[src/rtl/sohm_pkg.sv]
package sohm_pkg;

   localparam int BUCKETS_DEF    = 256;
   localparam int WAYS_DEF       = 4;
   localparam int SLAB_SHIFT_DEF = 12;

   localparam int KEY_W    = 64;
   localparam int CFG_W    = 9;
   localparam int COUNT_W  = 11;
   localparam int DIV_BITS = 8;   // quotient bits retired per divider cycle
   localparam logic [CFG_W-1:0] CFG_RESET = 9'd256;

   typedef enum logic [1:0] {
      CMD_INSERT = 2'd0,
      CMD_LOOKUP = 2'd1,
      CMD_REMOVE = 2'd2,
      CMD_NONE   = 2'd3
   } cmd_type;

   typedef enum logic [2:0] {
      STS_OK   = 3'd0,
      STS_DUP  = 3'd1,
      STS_MISS = 3'd2,
      STS_FULL = 3'd3,
      STS_NULL = 3'd4
   } status_type;

   typedef struct packed {
      cmd_type           cmd;
      logic [KEY_W-1:0]  key;
      logic [KEY_W-1:0]  value;
   } req_type;

   typedef struct packed {
      status_type          status;
      logic [KEY_W-1:0]    value_out;
      logic [COUNT_W-1:0]  entry_count;
   } rsp_type;

   typedef struct packed {
      logic              start;
      logic [KEY_W-1:0]  dividend;
      logic [CFG_W-1:0]  divisor;
   } div_req_type;

   typedef enum logic [2:0] {
      S_IDLE,
      S_DIV,
      S_READ,
      S_EXEC,
      S_OUT
   } state_type;

endpackage

[src/rtl/sohm_divider.sv]
module sohm_divider
   import sohm_pkg::*;
(
   input  logic              clock,
   input  logic              reset,
   input  div_req_type       div_req,
   output logic              done,
   output logic [CFG_W-1:0]  remainder
);

   localparam int STEPS = KEY_W / DIV_BITS;
   localparam int STEP_W = $clog2(STEPS + 1);

   logic [KEY_W-1:0]   quo_ff, quo_in;
   logic [CFG_W-1:0]   rem_ff, rem_in;
   logic [CFG_W-1:0]   dvs_ff, dvs_in;
   logic [STEP_W-1:0]  cnt_ff, cnt_in;
   logic               busy_ff, busy_in;
   logic               done_ff, done_in;
   logic [CFG_W:0]     r;
   logic [KEY_W-1:0]   q;

   always_comb begin
      quo_in  = quo_ff;
      rem_in  = rem_ff;
      dvs_in  = dvs_ff;
      cnt_in  = cnt_ff;
      busy_in = busy_ff;
      done_in = 1'b0;
      r       = {1'b0, rem_ff};
      q       = quo_ff;
      if (div_req.start) begin
         quo_in  = div_req.dividend;
         rem_in  = '0;
         dvs_in  = div_req.divisor;
         cnt_in  = STEP_W'(STEPS);
         busy_in = 1'b1;
      end else if (busy_ff) begin
         // restoring division, several quotient bits per cycle
         for (int i = 0; i < DIV_BITS; i++) begin
            r = {r[CFG_W-1:0], q[KEY_W-1]};
            q = {q[KEY_W-2:0], 1'b0};
            if (r >= {1'b0, dvs_ff}) r = r - {1'b0, dvs_ff};
         end
         quo_in = q;
         rem_in = r[CFG_W-1:0];
         cnt_in = cnt_ff - STEP_W'(1);
         if (cnt_ff == STEP_W'(1)) begin
            busy_in = 1'b0;
            done_in = 1'b1;
         end
      end
   end

   always_ff @(posedge clock) begin
      if (reset) begin
         busy_ff <= 1'b0;
         done_ff <= 1'b0;
         cnt_ff  <= '0;
      end else begin
         busy_ff <= busy_in;
         done_ff <= done_in;
         cnt_ff  <= cnt_in;
      end
      quo_ff <= quo_in;
      rem_ff <= rem_in;
      dvs_ff <= dvs_in;
   end

   assign done      = done_ff;
   assign remainder = rem_ff;

   a_rem_below_divisor: assert property (@(posedge clock) disable iff (reset)
      done_ff |-> rem_ff < dvs_ff)
      else $error("remainder not below divisor");

   a_done_ends_busy: assert property (@(posedge clock) disable iff (reset)
      done_ff |-> !busy_ff)
      else $error("divider done while still busy");

endmodule

[config.mk]
export PLATFORM = sky130hd
export DESIGN_NAME = sohm_divider
export DESIGN_NICKNAME = d
export VERILOG_FILES = /design/src/rtl/sohm_pkg.sv /design/src/rtl/sohm_divider.sv
export SDC_FILE = /design/constraint.sdc
export NUM_CORES = 1
export LEC_CHECK = 0
export BUFFER_PORTS_ARGS = -buffer_cell sky130_fd_sc_hd__buf_2
export CAP_MARGIN = 15
export CORE_MARGIN = 5
export CORE_UTILIZATION = 30
export DETAILED_ROUTE_END_ITERATION = 8
export GPL_TIMING_DRIVEN = 0
export PLACE_DENSITY = 0.47
export SETUP_SLACK_MARGIN = 0.02
export SKIP_LAST_GASP = 1
export SLEW_MARGIN = 20
export SYNTH_ARGS = -nofsm -noshare
export SYNTH_HDL_FRONTEND = slang
export SYNTH_SLANG_ARGS = --single-unit
[constraint.sdc]
create_clock -name clock -period 22 [get_ports clock]
set_clock_uncertainty 0.05 [all_clocks]
set_input_delay 1.1 -clock clock [delete_from_list [all_inputs] [get_ports clock]]
set_output_delay 1.1 -clock clock [all_outputs]
set_load 0.02 [all_outputs]
=== Word level (Yosys, flattened, before mapping) ===
Cells that the tools add are included.

* Bits in registers: 88
* Input port bits: 76
* Output and inout bits: 10
* Logic and storage cells: 59

* Add/subtract/negate cells: 9
* Order comparisons: 8
* Equality and inequality tests: 1
* Multiplexer cells: 30
* Bitwise gates (word level): 1
* Reduce and logical (&&, ||, !) cells: 3

{| class="wikitable"
|+ Operators with widths
! cell !! count
|-
| 9-bit two-way mux || 22
|-
| 64-bit two-way mux || 2
|-
| 10-bit by 9-bit greater-or-equal comparator with 1-bit output || 8
|-
| 9-bit subtractor || 8
|-
| 4-bit two-way mux || 2
|-
| 4-bit by 1-bit == test with 1-bit output (second input constant) || 1
|-
| 1-bit two-way mux || 4
|-
| 4-bit by 1-bit subtractor with 4-bit output (second input constant) || 1
|-
| 3-bit OR reduction || 1
|-
| 2-bit nonzero test || 1
|-
| 2-bit OR reduction || 1
|-
| 1-bit inverter || 1
|}

=== Depth between registers and ports, before layout ===
Gate-level depths: netlist of run 1.

* Word-level depth: 30
* Mapped depth: 83
* Mapped depth without buffers: 78

=== Least setup slack after synthesis of run 1 ===
Ideal clock, no wire load.

* Path type: flip-flop to flip-flop
* From: reg dvs_ff[1]
* To: reg rem_ff[2], in the netlist remainder[2]
* Data arrival time: 16999 ps
* Slack: 4890 ps
* Cell stages (with the launch flop): 77
* Buffers on the path: 5
* Clock period less this slack: 17110 ps
* Cells stage by stage: edfxtp_1 inv_1 fa_1 a211oi_2 o21ai_1 a31o_1 buf_2 nand2_1 o21ai_0 fa_1 nand2b_1 a21oi_1 a41oi_1 o21ai_1 or2_1 buf_6 mux2_2 ha_1 [41 not listed] nor2_1 nor2_1 nand2_1 a221o_1 inv_1 o2111ai_1 mux2i_4 mux2i_1 fa_1 a21o_1 a21oi_1 o21ai_0 nor2_1 o21ai_0 a21oi_1 mux2i_1 or4b_1 nand2_1

* Word-level cells in the longest chain between the ends: 30
* Elaborated cells between the ends (all ways): 38
* Classes of those cells: 8 x add/sub; 8 x order compare; 22 x mux

{| class="wikitable"
|+ RTL lines
! what !! line !! source
|-
| start, declared || sohm_divider.sv:16 || <nowiki>logic [CFG_W-1:0] dvs_ff, dvs_in;</nowiki>
|-
| start signal, assigned || sohm_divider.sv:67 || <nowiki>dvs_ff <= dvs_in;</nowiki>
|-
| 9-bit subtractor or 10-bit by 9-bit greater-or-equal comparator with 1-bit output (tied branches) || sohm_divider.sv:43 || <nowiki>if (r >= {1'b0, dvs_ff}) r = r - {1'b0, dvs_ff};</nowiki>
|-
| 9-bit two-way mux || sohm_divider.sv:43 ||
|-
| 9-bit two-way mux || sohm_divider.sv:38 || <nowiki>end else if (busy_ff) begin</nowiki>
|-
| 9-bit two-way mux || sohm_divider.sv:32 || <nowiki>if (div_req.start) begin</nowiki>
|-
| 9-bit subtractor or 10-bit by 9-bit greater-or-equal comparator with 1-bit output (tied branches) || sohm_divider.sv:43 ||
|-
| 9-bit two-way mux || sohm_divider.sv:43 ||
|-
| 9-bit two-way mux || sohm_divider.sv:38 ||
|-
| 9-bit two-way mux || sohm_divider.sv:32 ||
|-
| [14 not listed] || -- ||
|-
| 9-bit two-way mux || sohm_divider.sv:38 ||
|-
| 9-bit two-way mux || sohm_divider.sv:32 ||
|-
| 10-bit by 9-bit greater-or-equal comparator with 1-bit output or 9-bit subtractor (tied branches) || sohm_divider.sv:43 ||
|-
| 9-bit two-way mux || sohm_divider.sv:43 ||
|-
| 9-bit two-way mux || sohm_divider.sv:38 ||
|-
| 9-bit two-way mux || sohm_divider.sv:32 ||
|-
| 9-bit subtractor or 10-bit by 9-bit greater-or-equal comparator with 1-bit output (tied branches) || sohm_divider.sv:43 ||
|-
| 9-bit two-way mux * || sohm_divider.sv:43 ||
|-
| end signal, assigned || sohm_divider.sv:66 || <nowiki>rem_ff <= rem_in;</nowiki>
|-
| end, declared || sohm_divider.sv:15 || <nowiki>logic [CFG_W-1:0] rem_ff, rem_in;</nowiki>
|}

Mark *: on every way between the ends. The rest lies on a longest branch, timed or not. The select of a mux whose other input is x is not followed.
A chain may end at the register's enable or synchronous reset.

=== Final worst setup path of run 1 ===
* From: reg dvs_ff[1]
* To: reg rem_ff[8], in the netlist remainder[8]

* Word-level cells in the longest chain between the ends: 30
* Elaborated cells between the ends (all ways): 38
* Classes of those cells: 8 x add/sub; 8 x order compare; 22 x mux

{| class="wikitable"
|+ RTL lines
! what !! line
|-
| 9-bit subtractor or 10-bit by 9-bit greater-or-equal comparator with 1-bit output (tied branches) || sohm_divider.sv:43
|-
| 9-bit two-way mux || sohm_divider.sv:43
|-
| 9-bit two-way mux || sohm_divider.sv:38
|-
| 9-bit two-way mux || sohm_divider.sv:32
|-
| 9-bit subtractor or 10-bit by 9-bit greater-or-equal comparator with 1-bit output (tied branches) || sohm_divider.sv:43
|-
| 9-bit two-way mux || sohm_divider.sv:43
|-
| 9-bit two-way mux || sohm_divider.sv:38
|-
| 9-bit two-way mux || sohm_divider.sv:32
|-
| [14 not listed] || --
|-
| 9-bit two-way mux || sohm_divider.sv:38
|-
| 9-bit two-way mux || sohm_divider.sv:32
|-
| 9-bit subtractor or 10-bit by 9-bit greater-or-equal comparator with 1-bit output (tied branches) || sohm_divider.sv:43
|-
| 9-bit two-way mux || sohm_divider.sv:43
|-
| 9-bit two-way mux || sohm_divider.sv:38
|-
| 9-bit two-way mux || sohm_divider.sv:32
|-
| 9-bit subtractor or 10-bit by 9-bit greater-or-equal comparator with 1-bit output (tied branches) || sohm_divider.sv:43
|-
| 9-bit two-way mux * || sohm_divider.sv:43
|}

Marked as above.

==> results.toml, run 1 <==
[logic_synthesis]
main_area_contributors_after_synthesis = "sky130_fd_sc_hd__edfxtp_1 (29%), sky130_fd_sc_hd__mux2_2 (13%), sky130_fd_sc_hd__ha_1 (12%), sky130_fd_sc_hd__dfxtp_1 (4.0%), sky130_fd_sc_hd__xnor2_1 (3.5%)"
yosys.area.top_type = "sky130_fd_sc_hd__edfxtp_1"
synth.ff_latch_count = 88
yosys.area.top_type_share = 0.2892
synth_cell_type_count = 71
synth_adder_area_share = 0.1433
synth_simple_gate_area_frac = 0.1154
post_synth_inst_count = 742
synth-edff-count = 73
synth_compound_gate_area_share = 0.1500
post_synth_mux_area_share = 0.1674
ys_warn_count = 0
main_combinational_cell_family_by_area_after_synthesis = "multiplexers"
post_synth_xor_area_fraction = 0.06124
syn_nets = 900
cell_area_synth_mm2 = 0.007580
syn_avg_cell_area_um2 = 10.22
postSynth.topFlopCell = "sky130_fd_sc_hd__edfxtp_1"
async_set_or_reset_register_ratio_after_synthesis = 0
yosysSeqAreaShare = 0.3288

[drt]
wire_per_inst_um = 17.42
dr.pass1.iters = 4
routed-wl-met3_um = 1182
route.detailed.drc = 0
dr_vias = 5881
ant_nets = 0
wirelength_met1_um = 8829
detail_route.iter0.violations = 231
wl_met2_um = 10350
topRoutingLayerUsed = "met5"
route.detailed.vias_per_inst = 4.955
route.final.wire_length_um = 20670

[timing]
slew_headroom = 0.5281
fin_crit_period_ps = 20240
worst-slew-pin-transition_ps = 707.9
final.setup.worst_slack_ps = 1761
final_min_period_over_clock_period = 0.9200
final-max-slew-violation-count = 0
report.final.setup_viol = 0
timing.fmax_mhz = 49.41
setup_repair_after_global_routing_missed_its_margin = "false"
timing.setup.tns_ps = 0
final-hold-violation-count = 0

[clocking]
tritoncts = "built"
cts_root_buffer = "sky130_fd_sc_hd__clkbuf_16"
clock_path_buffers = 2
cts.hold.buffers_added = 0
tritoncts.num_buffers = 9
clock_latency_reported_for_the_late_side_of_the_worst_skew_pair_ps = 340
cts_sinks = 88
cts_h_tree_lvls = 3
clk_pin_slew_ps = 70

[flow_run]
drv.max_cap_violation_count = 0

[hold_path]
hold_path_startpoint = "remainder[8]"
hold_path.class = "register to register"

[global_routing]
initial_antenna_violation_count = 7
track_usage = 0.1443
grt_overflow_total = 0
grt_max_degree = 51
grt_pass1_wl_um = 32610
first_global_vias = 6044

[final_layout]
areaGrowthSynthToFinish_pct = 17.04
leading_cell_types_in_the_layout_fill_and_taps_excluded = "sky130_fd_sc_hd__buf_2 (89), sky130_fd_sc_hd__mux2_2 (85), sky130_fd_sc_hd__ha_1 (74), sky130_fd_sc_hd__edfxtp_1 (73), sky130_fd_sc_hd__nor2_1 (57)"
final_nets = 1008
final_common_cell = "sky130_fd_sc_hd__buf_2"
drive_gt1_frac = 0.2596
final-instance-count-excl-fill = 1187
fin_util = 0.3543

[worst_setup_path]
critPathSlowestCell = "sky130_fd_sc_hd__edfxtp_1"
critPathRequiredTime_ps = 22160
path_class = "register to register"
critical_path.startpoint = "dvs_ff[1]"
worst_setup_path_end_kind = "register"
critPathArrivalTime_ps = 20400
critical_path.max_stage_delay_ps = 690
crit_fanout = 10
r2r_start = "dvs_ff[1]"
start_kind = "register"

[placement]
port_buffers = 85
detailedPlace.worstSlack_ps = 969.9
post-place-cells = 1158
gp_routability_congestion = 0.7919
hpwlAfterDp_um = 16200

[floorplanning]
core_region_area_mm2 = 0.02504
floorplan.die_area_mm2 = 0.02854
io-pin-count = 86
std_cell_rows = 58
start_util = 0.3027
die-height_um = 169.0
width_of_the_chip_um = 169.0

[run_status]
outcome = "finished, final reports clean"
[registers in the layout, indices dropped and copies added, names as in the netlist]
name	count
dvs_ff	9
busy_ff	1
quo_ff	64
done	1
remainder	9
cnt_ff	4
[synthesized netlist by cell type, types with 9 or more instances]
cell and instances:
sky130_fd_sc_hd__nand2_1 31, sky130_fd_sc_hd__o21bai_1 10, sky130_fd_sc_hd__o21ai_1 9, sky130_fd_sc_hd__edfxtp_1 73, sky130_fd_sc_hd__dfxtp_1 15, sky130_fd_sc_hd__inv_1 44
sky130_fd_sc_hd__nor3_1 11, sky130_fd_sc_hd__mux2_2 85, sky130_fd_sc_hd__mux2i_1 26, sky130_fd_sc_hd__nor2b_1 15, sky130_fd_sc_hd__nor2_1 57, sky130_fd_sc_hd__o21ai_0 21
sky130_fd_sc_hd__and2_1 11, sky130_fd_sc_hd__ha_1 74, sky130_fd_sc_hd__a21oi_1 52, sky130_fd_sc_hd__a21o_1 19, sky130_fd_sc_hd__xnor2_1 30, sky130_fd_sc_hd__clkbuf_1 12
sky130_fd_sc_hd__nand4_1 13, sky130_fd_sc_hd__xor2_1 23
[logic make-up after synthesis]
| kind of cell | after synthesis |
|---|---|
| buffers and inverters | 63 |
| adder cells (fa/ha/maj) | 82 |
| multiplexers | 114 |
| AO/OA/AOI/OAI | 167 |
| XOR/XNOR | 53 |
| AND/OR/NAND/NOR | 175 |
| flip-flops | 88 |
[per-stage QoR]
step / area [um^2] / hold WS (ps)
2_1_floorplan: 7580 / 426.9
3_3_place_gp: 8418 / 449.8
3_5_place_dp: 8453 / 458.5
4_1_cts: 8773 / 468.9
5_1_grt: 8871 / 484.7
6_report: 8871 / 458.7
[what timing repair did]
| item | CTS | global route |
|---|---|---|
| setup buffers | 0 | 11 |
| endpoints found under the setup margin | 0 | 9 |
| resized for setup | 0 | 2 |
[per-layer routing]
metal	up-vias	GRT usage
met4	10	0.03105
met2	112	0.2612
li1	2980	-
met3	28	0.03526
met1	2751	0.1731
met5	-	0
[layout make-up]
type	count	area, um^2
Buffer	18	87.58
Inverter	45	172.7
Sequential cell	88	2492
Multi-Input combinational cell	591	4845
Clock buffer	9	225.2
Fill cell	2564	16170
Antenna cell	2	5.005
Clock inverter	7	95.09
Tap cell	330	412.9
Timing Repair Buffer	97	535.5
[worst paths after layout]
path	to	slack (ps)	depth (start not counted)
worst max register to register	remainder[8]	1760	80
worst max-delay path	remainder[8]	1760	80
worst min register to register	remainder[8]	460	2
worst min-delay path	remainder[8]	460	2
[critical path: cells and delay by family, from the launching register on]
family / cells / cell delay [ps]
compound gates: 34 / 8440
flops: 1 / 690
mux: 10 / 3310
simple gates: 19 / 2450
buf+inv: 9 / 1820
fa+ha+maj: 8 / 3290
Power of run 1 is left out: the tool's default activity adds up to more than one toggle a clock period on the data nets, which glitch-free logic cannot reach.
==> run 2, diff against run 1 <==
--- a/config.mk
+++ b/config.mk
@@ -7,6 +7,7 @@
 export LEC_CHECK = 0
 export BUFFER_PORTS_ARGS = -buffer_cell sky130_fd_sc_hd__buf_2
 export CAP_MARGIN = 15
+export CORE_ASPECT_RATIO = 0.5
 export CORE_MARGIN = 5
 export CORE_UTILIZATION = 30
 export DETAILED_ROUTE_END_ITERATION = 8
==> constraint.sdc (replaced) <==
create_clock -name clock -period 22 [get_ports clock]
set_clock_uncertainty 0.05 [all_clocks]
set_input_delay 2.2 -clock clock [delete_from_list [all_inputs] [get_ports clock]]
set_output_delay 2.2 -clock clock [all_outputs]
set_load 0.02 [all_outputs]
==> results.toml, run 2 (synthesized netlist as in run 1, its figures left out) <==
[run_status]
outcome = "finished, final reports clean"

[floorplanning]
start_util = 0.3028
core_region_area_mm2 = 0.02503
width_of_the_chip_um = 234.8
std_cell_rows = 41
die-height_um = 122.4
floorplan.die_area_mm2 = 0.02874
io-pin-count = 86

[timing]
fin_crit_period_ps = 20490
timing.fmax_mhz = 48.79
report.final.setup_viol = 0
worst-slew-pin-transition_ps = 728.2
final_min_period_over_clock_period = 0.9316
final-max-slew-violation-count = 0
timing.setup.tns_ps = 0
slew_headroom = 0.5145
final-hold-violation-count = 0
setup_repair_after_global_routing_missed_its_margin = "false"

[worst_setup_path]
start_kind = "register"
worst_setup_path_end_kind = "register"
regToRegEndpoint = "remainder[8]"
critPathRequiredTime_ps = 22150
critical_path.max_stage_delay_ps = 700
critical_path.startpoint = "dvs_ff[1]"
critPathArrivalTime_ps = 20650
critPathSlowestCell = "sky130_fd_sc_hd__edfxtp_1"
crit_end = "remainder[8]"
timing.reg2reg.worst_path_depth = 78
register_to_register_setup_slack_ps = 1510
path_class = "register to register"
crit_fanout = 10
r2r_start = "dvs_ff[1]"

[clocking]
cts_h_tree_lvls = 3
clk_pin_slew_ps = 60
tritoncts.num_buffers = 9
cts.hold.buffers_added = 0
cts_sinks = 88
clock_path_buffers = 2
clock_latency_reported_for_the_late_side_of_the_worst_skew_pair_ps = 340
cts_root_buffer = "sky130_fd_sc_hd__clkbuf_16"
tritoncts = "built"

[drt]
route.final.wire_length_um = 20210
route.detailed.vias_per_inst = 4.987
detail_route.iter0.violations = 288
wire_per_inst_um = 16.97
ant_nets = 0
route.detailed.drc = 0
dr.pass1.iters = 4
dr_vias = 5939

[global_routing]
grt_overflow_total = 0
first_global_vias = 5986
grt_max_degree = 57
track_usage = 0.1389
grt_pass1_wl_um = 31790
initial_antenna_violation_count = 5

[final_layout]
final_nets = 999
largest_register = "quo_ff"
drive_gt1_frac = 0.2506
largest_register_ffs = 64
final_common_cell = "sky130_fd_sc_hd__buf_2"
leading_cell_types_in_the_layout_fill_and_taps_excluded = "sky130_fd_sc_hd__buf_2 (89), sky130_fd_sc_hd__mux2_2 (85), sky130_fd_sc_hd__ha_1 (74), sky130_fd_sc_hd__edfxtp_1 (73), sky130_fd_sc_hd__nor2_1 (57)"
areaGrowthSynthToFinish_pct = 16.09

[flow_run]
drv.max_cap_violation_count = 0

[placement]
gp_routability_congestion = 0.8555
port_buffers = 85
hpwlAfterDp_um = 15920

[hold_path]
hold_path.class = "register to register"
[run 2: changes by cell type in the layout (fill, tap and decap cells not counted), sizes merged]
cell | before | now
inv | 44 | 46
bufinv | 2 | 1
buf | 103 | 94
diode | 2 | 1
clkinvlp | 3 | 2
[run 2: how the worst min path moves through the flow]
stage                             from           end  slack (ps)  cells after the start
after global routing      remainder[8]  remainder[8]         500                      2
final                     remainder[8]  remainder[8]         470                      2
after global placement       cnt_ff[1]     cnt_ff[1]         450                      2
after CTS                 remainder[8]  remainder[8]         470                      2
after floorplan              cnt_ff[1]     cnt_ff[1]         430                      2
after detailed placement  remainder[8]  remainder[8]         470                      2
[run 2: cell type report]
type / count / area (um^2)
Fill cell: 2587 / 16230
Multi-Input combinational cell: 591 / 4845
Sequential cell: 88 / 2492
Timing Repair Buffer: 88 / 467.9
Tap cell: 344 / 430.4
Clock buffer: 9 / 225.2
Inverter: 45 / 172.7
Buffer: 18 / 87.58
Clock inverter: 7 / 76.32
Antenna cell: 1 / 2.502
[run 2: critical path: cells and delay by family (launching register included)]
kind / cells / cell delay, ps
multiplexers: 10 / 3350
AO/OA/AOI/OAI: 34 / 8890
buffers and inverters: 7 / 1550
adder cells (fa/ha/maj): 8 / 3270
flip-flops: 1 / 700
AND/OR/NAND/NOR: 19 / 2470
[run 2: repair_timing]
item                                    in CTS  in global routing
buffers inserted                             0                  2
resized for setup                            0                  2
endpoints found under the setup margin       0                  9
[run 2: per-layer routing]
| layer | routed length, um | vias up | track usage |
|---|---|---|---|
| met2 | 9601 | 109 | 0.2375 |
| met3 | 910 | 34 | 0.03300 |
| met4 | 395 | 8 | 0.04373 |
| met5 | 35 | - | 0 |
| met1 | 9268 | 2814 | 0.1763 |
| li1 | - | 2974 | - |
[run 2: per-stage QoR]
stage / cell area [um^2] / hold slack [ps] / utilization / instances / setup slack (ps)
2_1_floorplan: 7580 / 426.9 / - / 742 / 4890
3_3_place_gp: 8436 / 453.8 / 0.3370 / 1171 / 1071
3_5_place_dp: 8471 / 468.2 / 0.3384 / 1172 / 1006
4_1_cts: 8772 / 472.7 / 0.3504 / 1188 / 902.6
5_1_grt: 8800 / 505.0 / 0.3515 / 1191 / 37.58
6_report: 8800 / 470.3 / 0.3515 / 1191 / 1506
Power of run 2 is left out for the same reason.
==> run 3, diff against run 2 <==
--- a/config.mk
+++ b/config.mk
@@ -5,6 +5,7 @@
 export SDC_FILE = /design/constraint.sdc
 export NUM_CORES = 1
 export LEC_CHECK = 0
+export ABC_AREA = 1
 export BUFFER_PORTS_ARGS = -buffer_cell sky130_fd_sc_hd__buf_2
 export CAP_MARGIN = 15
 export CORE_ASPECT_RATIO = 0.5
@@ -12,7 +13,7 @@
 export CORE_UTILIZATION = 30
 export DETAILED_ROUTE_END_ITERATION = 8
 export GPL_TIMING_DRIVEN = 0
-export PLACE_DENSITY = 0.47
+export PLACE_DENSITY = 0.46
 export SETUP_SLACK_MARGIN = 0.02
 export SKIP_LAST_GASP = 1
 export SLEW_MARGIN = 20
==> results.toml, run 3 <==
[placement]
post-place-cells = 1500
port_buffers = 85
hpwlAfterDp_um = 17000
postPlaceCellArea_mm2 = 0.008832
gp_routability_congestion = 0.8465

[floorplanning]
core_region_area_mm2 = 0.02628
width_of_the_chip_um = 240.1
std_cell_rows = 42
io-pin-count = 86
start_util = 0.3023
floorplan.die_area_mm2 = 0.03003
die-height_um = 125.1

[timing]
final_min_period_over_clock_period = 0.7740
timing.setup.tns_ps = 0
worst-slew-pin-transition_ps = 1001
slew_headroom = 0.3328
setup_repair_after_global_routing_missed_its_margin = "false"
fin_crit_period_ps = 17030
report.final.setup_viol = 0
timing.fmax_mhz = 58.73
final-max-slew-violation-count = 0
final-hold-violation-count = 0

[logic_synthesis]
yosys.area.top_type_share = 0.2759
main_area_contributors_after_synthesis = "sky130_fd_sc_hd__edfxtp_1 (28%), sky130_fd_sc_hd__nand2_1 (19%), sky130_fd_sc_hd__ha_1 (12%), sky130_fd_sc_hd__inv_1 (6.4%), sky130_fd_sc_hd__nand3_1 (4.8%)"
yosysSeqAreaShare = 0.3138
synth_cell_type_count = 48
synth.top_cells.by_count = "sky130_fd_sc_hd__nand2_1 (405), sky130_fd_sc_hd__inv_1 (135), sky130_fd_sc_hd__nand3_1 (76)"
syn_nets = 1220
async_set_or_reset_register_ratio_after_synthesis = 0
syn_avg_cell_area_um2 = 7.480
cell_area_synth_mm2 = 0.007944
synthMostInstantiatedCell = "sky130_fd_sc_hd__nand2_1"
postSynth.topFlopCell = "sky130_fd_sc_hd__edfxtp_1"
synth-edff-count = 73
yosys.area.top_type = "sky130_fd_sc_hd__edfxtp_1"
synth.ff_latch_count = 88
post_synth_inst_count = 1062
ys_warn_count = 0

[final_layout]
design_area_mm2 = 0.009173
antenna-diode-count = 0
areaGrowthSynthToFinish_pct = 15.47
largest_register_ffs = 64
layout.filler_cells = 2841
sequential_area_mm2 = 0.002492
multiInputGateArea_mm2 = 0.004797
drive_gt1_frac = 0.1470
final_nets = 1317
final-instance-count-excl-fill = 1515
largest_register = "quo_ff"
final_common_cell = "sky130_fd_sc_hd__nand2_1"
leading_cell_types_in_the_layout_fill_and_taps_excluded = "sky130_fd_sc_hd__nand2_1 (405), sky130_fd_sc_hd__inv_1 (134), sky130_fd_sc_hd__buf_2 (86), sky130_fd_sc_hd__nand3_1 (76), sky130_fd_sc_hd__ha_1 (74)"

[worst_setup_path]
worst_setup_path_end_kind = "register"
critical_path.max_stage_delay_ps = 850
critPathArrivalTime_ps = 17220
critPathSlowestCell = "sky130_fd_sc_hd__a221oi_2"
path_class = "register to register"
critPathRequiredTime_ps = 22190
crit_fanout = 12
start_kind = "register"
critical_path.most_common_cell = "sky130_fd_sc_hd__nand2_1"

[run_status]
outcome = "finished, final reports clean"

[clocking]
postCtsSetupRepairBufs = 0
clk_pin_slew_ps = 70
cts_resized = 0
cts_sinks = 88
cts.hold.buffers_added = 0
clock_latency_reported_for_the_late_side_of_the_worst_skew_pair_ps = 350
tritoncts = "built"
tritoncts.num_buffers = 9
cts_root_buffer = "sky130_fd_sc_hd__clkbuf_16"
clock_path_buffers = 2
cts_h_tree_lvls = 3

[drt]
wire_per_inst_um = 14.22
route.detailed.vias_per_inst = 4.583
ant_nets = 0
dr.pass1.iters = 4
route.final.wire_length_um = 21540
detail_route.iter0.violations = 284
dr_vias = 6943
route.detailed.drc = 0

[flow_run]
drv.max_cap_violation_count = 0

[global_routing]
first_global_vias = 6877
grt_max_degree = 37
track_usage = 0.1451
grt_pass1_wl_um = 35170
initial_antenna_violation_count = 4
grt_overflow_total = 0

[hold_path]
hold_path.class = "register to register"
## run 3: cell count changes after synthesis, sizes merged, moves of 7 or more
cell | previous run | this run
nand3 | 6 | 93
mux2 | 86 | 0
nand2 | 31 | 428
xnor2 | 30 | 22
nor2b | 15 | 0
mux2i | 28 | 0
a211oi | 10 | 3
nor2 | 57 | 31
inv | 44 | 139
a21o | 19 | 3
and2 | 11 | 1
nand2b | 7 | 0
## run 3: logic make-up (layout without fill, tap and decap cells)
group	Yosys count	in the layout	share of synthesized area
simple gates	573	573	0.3284
buf+inv	162	263	0.08237
compound gates	106	106	0.08254
flops	88	88	0.3138
fa+ha+maj	82	82	0.1367
xor+xnor	51	51	0.05623
## run 3: area by class of cell
type,instances,area share
Multi-Input combinational cell,812,0.5230
Sequential cell,88,0.2717
Inverter,139,0.05715
Timing Repair Buffer,86,0.04856
Tap cell,352,0.04802
Clock buffer,9,0.02455
Buffer,23,0.01446
Clock inverter,6,0.01255
## run 3: routing by layer
metal | routed length, um | track usage
met1 | 10350 | 0.1919
met2 | 10140 | 0.2456
met3 | 735 | 0.02728
met4 | 280 | 0.03733
met5 | 34 | 0
## run 3: path summary, 6_finish.rpt
path,startpoint,to,slack [ps],depth (start not counted)
setup / recovery,dvs_ff[1],remainder[8],4970,89
hold / removal,cnt_ff[0],cnt_ff[0],430,2
setup reg to reg,dvs_ff[1],remainder[8],4970,89
hold reg to reg,cnt_ff[0],cnt_ff[0],430,2
## run 3: per-stage QoR
stage / worst slack [ps] / utilization / hold slack [ps]
2_1_floorplan: 8026 / - / 407.7
3_3_place_gp: 5101 / 0.3353 / 427.5
3_5_place_dp: 5038 / 0.3361 / 430.0
4_1_cts: 4984 / 0.3491 / 439.3
5_1_grt: 3315 / 0.3491 / 482.9
6_report: 4973 / 0.3491 / 434.5
## run 3: critical path: cells and delay by family (launching register included)
kind | cells | cell delay [ps]
AO/OA/AOI/OAI | 26 | 7020
adder cells (fa/ha/maj) | 8 | 2840
buffers and inverters | 20 | 2640
flip-flops | 1 | 570
AND/OR/NAND/NOR | 35 | 3840
Power of run 3 is left out for the same reason.
